<file path="src/strs_pkg.sv">
`timescale 1ns / 1ps

package strs_pkg;

    // Datapath operation codes issued by the controller.
    localparam logic [3:0] OP_NONE     = 4'd0;
    localparam logic [3:0] OP_LOAD     = 4'd1;
    localparam logic [3:0] OP_WR_LEAF  = 4'd2;
    localparam logic [3:0] OP_RD_SIB   = 4'd3;
    localparam logic [3:0] OP_WR_PAR   = 4'd4;
    localparam logic [3:0] OP_RD_L     = 4'd5;
    localparam logic [3:0] OP_ADD_L    = 4'd6;
    localparam logic [3:0] OP_RD_R     = 4'd7;
    localparam logic [3:0] OP_ADD_R    = 4'd8;
    localparam logic [3:0] OP_SHIFT    = 4'd9;
    localparam logic [3:0] OP_CLR      = 4'd10;

    // Configuration register indexes.
    localparam logic [1:0] REG_ACTIVE_LENGTH = 2'd0;

    localparam int          MAX_ELEMENTS_DEF   = 1024;
    localparam logic [10:0] ACTIVE_LENGTH_RST  = 11'd1024;

    localparam logic CMD_UPDATE = 1'b0;
    localparam logic CMD_QUERY  = 1'b1;

    typedef struct packed {
        logic [3:0] op;
        logic       clr_init;
        logic       out_push;
    } t_dp_cmd;

    typedef struct packed {
        logic is_query;
        logic item_ok;
        logic k_root;
        logic l_lt_r;
        logic l_odd;
        logic r_odd;
        logic clr_last;
    } t_dp_status;

endpackage

</file>
<file path="src/strs_controller.sv">
`timescale 1ns / 1ps

module strs_controller (
    input  logic                 i_clk,
    input  logic                 i_rst_n,
    input  logic                 i_cfg_wr,
    input  logic                 i_take,
    input  logic                 i_out_free,
    input  strs_pkg::t_dp_status i_status,
    output strs_pkg::t_dp_cmd    o_cmd,
    output logic                 o_ready,
    output logic                 o_clearing,
    output logic                 o_done
);
    import strs_pkg::*;

    localparam logic [3:0] S_CLR  = 4'd0;
    localparam logic [3:0] S_IDLE = 4'd1;
    localparam logic [3:0] S_DEC  = 4'd2;
    localparam logic [3:0] S_UWL  = 4'd3;
    localparam logic [3:0] S_UCHK = 4'd4;
    localparam logic [3:0] S_URD  = 4'd5;
    localparam logic [3:0] S_UWP  = 4'd6;
    localparam logic [3:0] S_QCHK = 4'd7;
    localparam logic [3:0] S_QRDL = 4'd8;
    localparam logic [3:0] S_QADL = 4'd9;
    localparam logic [3:0] S_QRCK = 4'd10;
    localparam logic [3:0] S_QRDR = 4'd11;
    localparam logic [3:0] S_QADR = 4'd12;
    localparam logic [3:0] S_QSH  = 4'd13;
    localparam logic [3:0] S_DONE = 4'd14;

    logic [3:0] r_state, n_state;

    always_comb begin
        n_state        = r_state;
        o_cmd.op       = OP_NONE;
        o_cmd.clr_init = 1'b0;
        o_cmd.out_push = 1'b0;
        unique case (r_state)
            S_CLR: begin
                o_cmd.op = OP_CLR;
                if (i_status.clr_last) begin
                    n_state = S_IDLE;
                end
            end
            S_IDLE: begin
                if (i_take) begin
                    o_cmd.op = OP_LOAD;
                    n_state  = S_DEC;
                end
            end
            S_DEC: begin
                if (i_status.is_query) begin
                    n_state = i_status.item_ok ? S_QCHK : S_DONE;
                end else begin
                    n_state = i_status.item_ok ? S_UWL : S_IDLE;
                end
            end
            S_UWL: begin
                o_cmd.op = OP_WR_LEAF;
                n_state  = S_UCHK;
            end
            S_UCHK: n_state = i_status.k_root ? S_IDLE : S_URD;
            S_URD: begin
                o_cmd.op = OP_RD_SIB;
                n_state  = S_UWP;
            end
            S_UWP: begin
                o_cmd.op = OP_WR_PAR;
                n_state  = S_UCHK;
            end
            S_QCHK: begin
                priority if (!i_status.l_lt_r) begin
                    n_state = S_DONE;
                end else if (i_status.l_odd) begin
                    n_state = S_QRDL;
                end else if (i_status.r_odd) begin
                    n_state = S_QRDR;
                end else begin
                    n_state = S_QSH;
                end
            end
            S_QRDL: begin
                o_cmd.op = OP_RD_L;
                n_state  = S_QADL;
            end
            S_QADL: begin
                o_cmd.op = OP_ADD_L;
                n_state  = S_QRCK;
            end
            S_QRCK: n_state = i_status.r_odd ? S_QRDR : S_QSH;
            S_QRDR: begin
                o_cmd.op = OP_RD_R;
                n_state  = S_QADR;
            end
            S_QADR: begin
                o_cmd.op = OP_ADD_R;
                n_state  = S_QSH;
            end
            S_QSH: begin
                o_cmd.op = OP_SHIFT;
                n_state  = S_QCHK;
            end
            S_DONE: begin
                if (i_out_free) begin
                    o_cmd.out_push = 1'b1;
                    n_state        = S_IDLE;
                end
            end
            default: n_state = S_CLR;
        endcase
        // Reset and a length write both restart the clearing pass at node zero.
        if (i_cfg_wr || !i_rst_n) begin
            o_cmd.clr_init = 1'b1;
            n_state        = S_CLR;
        end
    end

    always_ff @(posedge i_clk) begin
        if (!i_rst_n) begin
            r_state <= S_CLR;
        end else begin
            r_state <= n_state;
        end
    end

    assign o_ready    = (r_state == S_IDLE);
    assign o_clearing = (r_state == S_CLR);
    assign o_done     = (r_state == S_DONE);

endmodule

</file>
<file path="config.mk">
export PLATFORM = sky130hd
export DESIGN_NAME = strs_controller
export DESIGN_NICKNAME = d
export VERILOG_FILES = /design/src/strs_pkg.sv /design/src/strs_controller.sv
export SDC_FILE = /design/constraint.sdc
export NUM_CORES = 1
export LEC_CHECK = 0
export CAP_MARGIN = 0
export CORE_AREA = 5 5 42 44
export DETAILED_ROUTE_END_ITERATION = 16
export DIE_AREA = 0 0 47 49
export DONT_BUFFER_PORTS = 1
export MAX_ROUTING_LAYER = met4
export PLACE_DENSITY = 0.61
export SYNTH_ARGS = -nofsm -noshare
export SYNTH_HDL_FRONTEND = slang
export SYNTH_SLANG_ARGS = --single-unit
</file>
<file path="constraint.sdc">
create_clock -name i_clk -period 2 [get_ports i_clk]
set_input_delay 0.4 -clock i_clk [delete_from_list [all_inputs] [get_ports i_clk]]
set_output_delay 0.4 -clock i_clk [all_outputs]
set_load 0.02 [all_outputs]
</file>
**Yosys cells after proc, flatten, opt, wreduce, memory -nomap -nowiden**

Cells that the tools add are included.

- Eq/ne operators: 17
- Muxes and demuxes: 16
- Bitwise operators: 1
- Reductions and logical operators: 6

Operators with widths:

| kind | count |
|---|---|
| $pmux W4 S14 | 1 |
| $pmux W4 S10 | 1 |
| $eq A4 B4 Y1 const B | 7 |
| $mux W4 | 5 |
| $eq A4 B3 Y1 const B | 4 |
| $mux W3 | 4 |
| $eq A4 B2 Y1 const B | 2 |
| $ne A2 B2 Y1 const B | 3 |
| $eq A4 B1 Y1 const B | 1 |
| $logic_not A4 Y1 | 1 |
| $mux W1 | 4 |
| $reduce_or A2 Y1 | 2 |
| $reduce_and A3 Y1 | 1 |
| $mux W2 | 1 |
| $logic_not A1 Y1 | 1 |
| $logic_or A1 B1 Y1 | 1 |
| $not A1 Y1 | 1 |

- Bits in registers: 4
- Bits of input ports: 12
- Output and inout bits: 9
- Logic and storage cells: 41

**Depth between registers and ports, before layout**

- Depth in word-level cells: 4
- Gate-level depth with buffers: 5
- Mapped depth without buffers: 4

**Least setup slack after synthesis**

No wires, ideal clock.

- Path kind: flip-flop to output port
- Start: register r_state[1]
- End: output port o_cmd[4] (netlist bit)
- Arrival: 1395 ps
- Required time: 1600 ps
- Path slack: 205 ps
- Cell stages (with the launch flop): 5
- Buffers on the path: 2
- Cell sequence: dfxtp_1 -> clkbuf_1 -> buf_2 -> nand2_1 -> o31ai_1

RTL lines:

| item | RTL line | source |
|---|---|---|
| start: declaration | strs_controller.sv:33 | `logic [3:0] r_state, n_state;` |
| start signal: assignment | strs_controller.sv:124 | `r_state <= n_state;` |
| end: declaration | strs_controller.sv:10 | `output strs_pkg::t_dp_cmd o_cmd,` |

==> implementation parameters <==
Parameter                              Value

Route
  Number of design-rule violations left by the first detailed-router iteration ... 19
  Routed via count ... 579
  Post-route ant nets ... 0
  DR WL/cell ... 13.80 µm
  Number of optimization iterations in the first detailed-route pass ... 4
  Via count normalized by instance count ... 5.848
  Final WL ... 1366 µm
  Number of design rule violations left after detail routing ... 0

Clock network
  Number of sinks handled by clock tree synthesis ... 4
  Root Driver ... sky130_fd_sc_hd__clkbuf_4
  TritonCTS clock tree ... yes
  Setup repair bufs after CTS ... 0
  Skew-Pair Late Insertion Delay ... 0.23 ns
  Max clock buf depth ... 2
  Number of levels in the clock H-tree ... 1
  CTS buffer count ... 3
  Register clock-pin slew on the reported worst setup and hold paths ... 0.04 ns

Cells and area
  Filler cell count ... 171
  Flip-flop count of the largest register, all copies and words added ... 4
  Final #Nets ... 97
  Synth-to-Final Area Change ... 12.63%
  Most common library cell in the layout ignoring fill and taps ... sky130_fd_sc_hd__a21oi_1
  Most frequent cells in the layout ... 10 x sky130_fd_sc_hd__a21oi_1, 9 x sky130_fd_sc_hd__nand2_1, 8 x sky130_fd_sc_hd__nor2_1
  Area of combinational cells with multiple inputs ... 366.6 µm²
  Antenna Cells ... 0
  Most flops, register ... r_state
  Proportion of layout cells with a drive suffix above 1 ... 0.1687
  Largest registers ... r_state: 4 flops
  Combined flip-flop and latch cell area ... 81.33 µm²

Timing
  Worst slew slack as a fraction of its limit ... 0.7003
  Final Hold Violating Endpoints ... 0
  Clock tree skew after final layout ... 0.002181 ns
  Maximum clock rate ... 532.1 MHz
  Final number of setup-violating endpoints ... 0
  Sum of negative setup slack ... 0 ns
  Min Tclk post-route ... 1.879 ns
  Fin crit share ... 0.9397
  Unrepaired setup endpoints after global routing ... no
  PnR worst setup slack ... 0.1207 ns
  Transition at the pin with the smallest max-transition slack ... 0.4489 ns
  Number of pins with negative max-slew slack in the final report ... 0
  Hold Slack ... 0.3242 ns

Synthesis
  Total number of yosys warnings ... 0
  Most area-consuming cells after synthesis ... sky130_fd_sc_hd__dfxtp_1 16%, sky130_fd_sc_hd__a21oi_1 10%, sky130_fd_sc_hd__nand2_1 6.8%
  Seq cells post-synth ... 4
  Post-synth net total ... 91
  Part of the Yosys area used for sequential elements ... 0.1616
  Number of distinct standard cells referenced by the synthesized netlist ... 32
  Yosys top cell area share ... 0.1616
  Combined area of all synthesized cells ... 495.5 µm²
  Library cell occupying the most area in the post-synthesis netlist ... sky130_fd_sc_hd__dfxtp_1
  Post-synthesis cell count ... 79
  Mean post-synth cell area ... 6.272 µm²

Power
  Power Density ... 422.9 nW/µm²
  Static power due to leakage ... 0.1889 nW
  Maximum resistive drop on vdd ... 0.2838 mV
  Sum of internal, switching and leakage power ... 0.2360 mW

Global routing
  Remaining Overflow, GRT ... 0
  Vias in the first global route ... 505
  Maximum number of pins on one net before global-route repair ... 15
  Initial antenna violation count ... 0
  Overall track demand over capacity in global routing ... 0.1271
  Global-route wire length before repair ... 2173 µm

Critical path
  Arrival time reported for the critical path endpoint ... 1.48 ns
  Data required, critical path ... 1.60 ns
  Maximum fanout along the worst path ... 14
  CP startpoint kind ... register
  Type of destination of the critical path ... output port
  Type of the worst setup path ... register to output port

Floorplanning
  Die outline height ... 49 µm
  Core area ... 1401 µm²
  Count of standard-cell rows ... 14
  Initial Utilization ... 0.3536
  Width of the chip ... 47 µm
  I/O pin total ... 21
  Area enclosed by the die boundary ... 2303 µm²

Placed design
  Worst Setup Slack post-DPL ... 0.3283 ns
  Weighted congestion at the end of routability-driven global placement ... 0.8261
  Detailed placement HPWL ... 1020 µm
  Quantity of I/O buffers inserted on ports ... 0

Flow run
  Maximum Capacitance Violations ... 0

Hold path
  Kind of path behind the tightest hold check ... input pin to register

Run status
  Run status ... finished clean
==> cell type report <==
class | count | area share
inverter | 4 | 0.02691
multi-input combinational | 65 | 0.6570
sequential | 4 | 0.1457
tap | 16 | 0.03587
timing repair buffer | 7 | 0.09417
clock buffer | 3 | 0.04036
==> cell usage after synthesis (all sizes together) <==
cell type / instances
or3: 2
or3b: 1
o22ai: 2
nor2: 9
nand2: 9
a21oi: 10
nor3: 2
o21ai: 6
nor2b: 1
a211oi: 1
or4: 2
and2: 1
a2111oi: 1
mux2i: 1
a31oi: 2
o221ai: 1
clkbuf: 2
o2bb2ai: 1
buf: 4
inv: 4
nor4: 1
nand3: 4
o31ai: 1
or2: 1
a221oi: 1
nand2b: 4
nor4b: 1
dfxtp: 4
==> through the flow <==
step,instance area [µm²],std cells,util
after floorplan,495.5,79,-
after global routing,558.0,99,0.3982
final,558.0,99,0.3982
after detailed placement,534.3,96,0.3813
after global placement,534.3,96,0.3813
after CTS,556.8,99,0.3973
==> path summary, 6_finish.rpt <==
kind               startpoint  cells after the start  slack (ns)    endpoint
setup / recovery   r_state[2]                      4        0.12    o_cmd[5]
hold / removal    i_status[3]                      2        0.32  r_state[0]
setup reg to reg   r_state[3]                      4        0.38  r_state[1]
hold reg to reg    r_state[1]                      2        0.57  r_state[3]
==> per-layer routing <==
metal  global-route usage  up-vias  wire (µm)
li1                     -      295          -
met1               0.1670      264        614
met2               0.1787       20        635
met3              0.05535        0        115
met4              0.02765        0          0
met5                    -        -          0
==> report_power, final <==
group | leakage (nW) | switching (mW) | internal [mW]
combinational | 0.142 | 0.0294 | 0.0197
sequential | 0.0328 | 0.00432 | 0.0820
clock | 0.0138 | 0.0334 | 0.0671
==> critical path: stages, from the launching register on <==
cell and delay [ns]:
sky130_fd_sc_hd__dfxtp_1 0.44, sky130_fd_sc_hd__or2_1 0.34, sky130_fd_sc_hd__nor2_1 0.10, sky130_fd_sc_hd__a21oi_1 0.05
sky130_fd_sc_hd__nor2_1 0.32
==> kinds of logic after synthesis <==
family | count (synthesis) | synth area share
AOI/OAI and AO/OA | 26 | 0.3257
buffers and inverters | 10 | 0.09847
DFF | 4 | 0.1616
muxes | 1 | 0.02020
and+or+nand+nor | 38 | 0.3940
==> repair_timing <==
item / 4_1_cts / 5_1_grt
hold buffers: 0 / 0
resized for setup: 0 / 1
setup endpoints to repair: 0 / 2
Power figures use the tool's default switching activity.
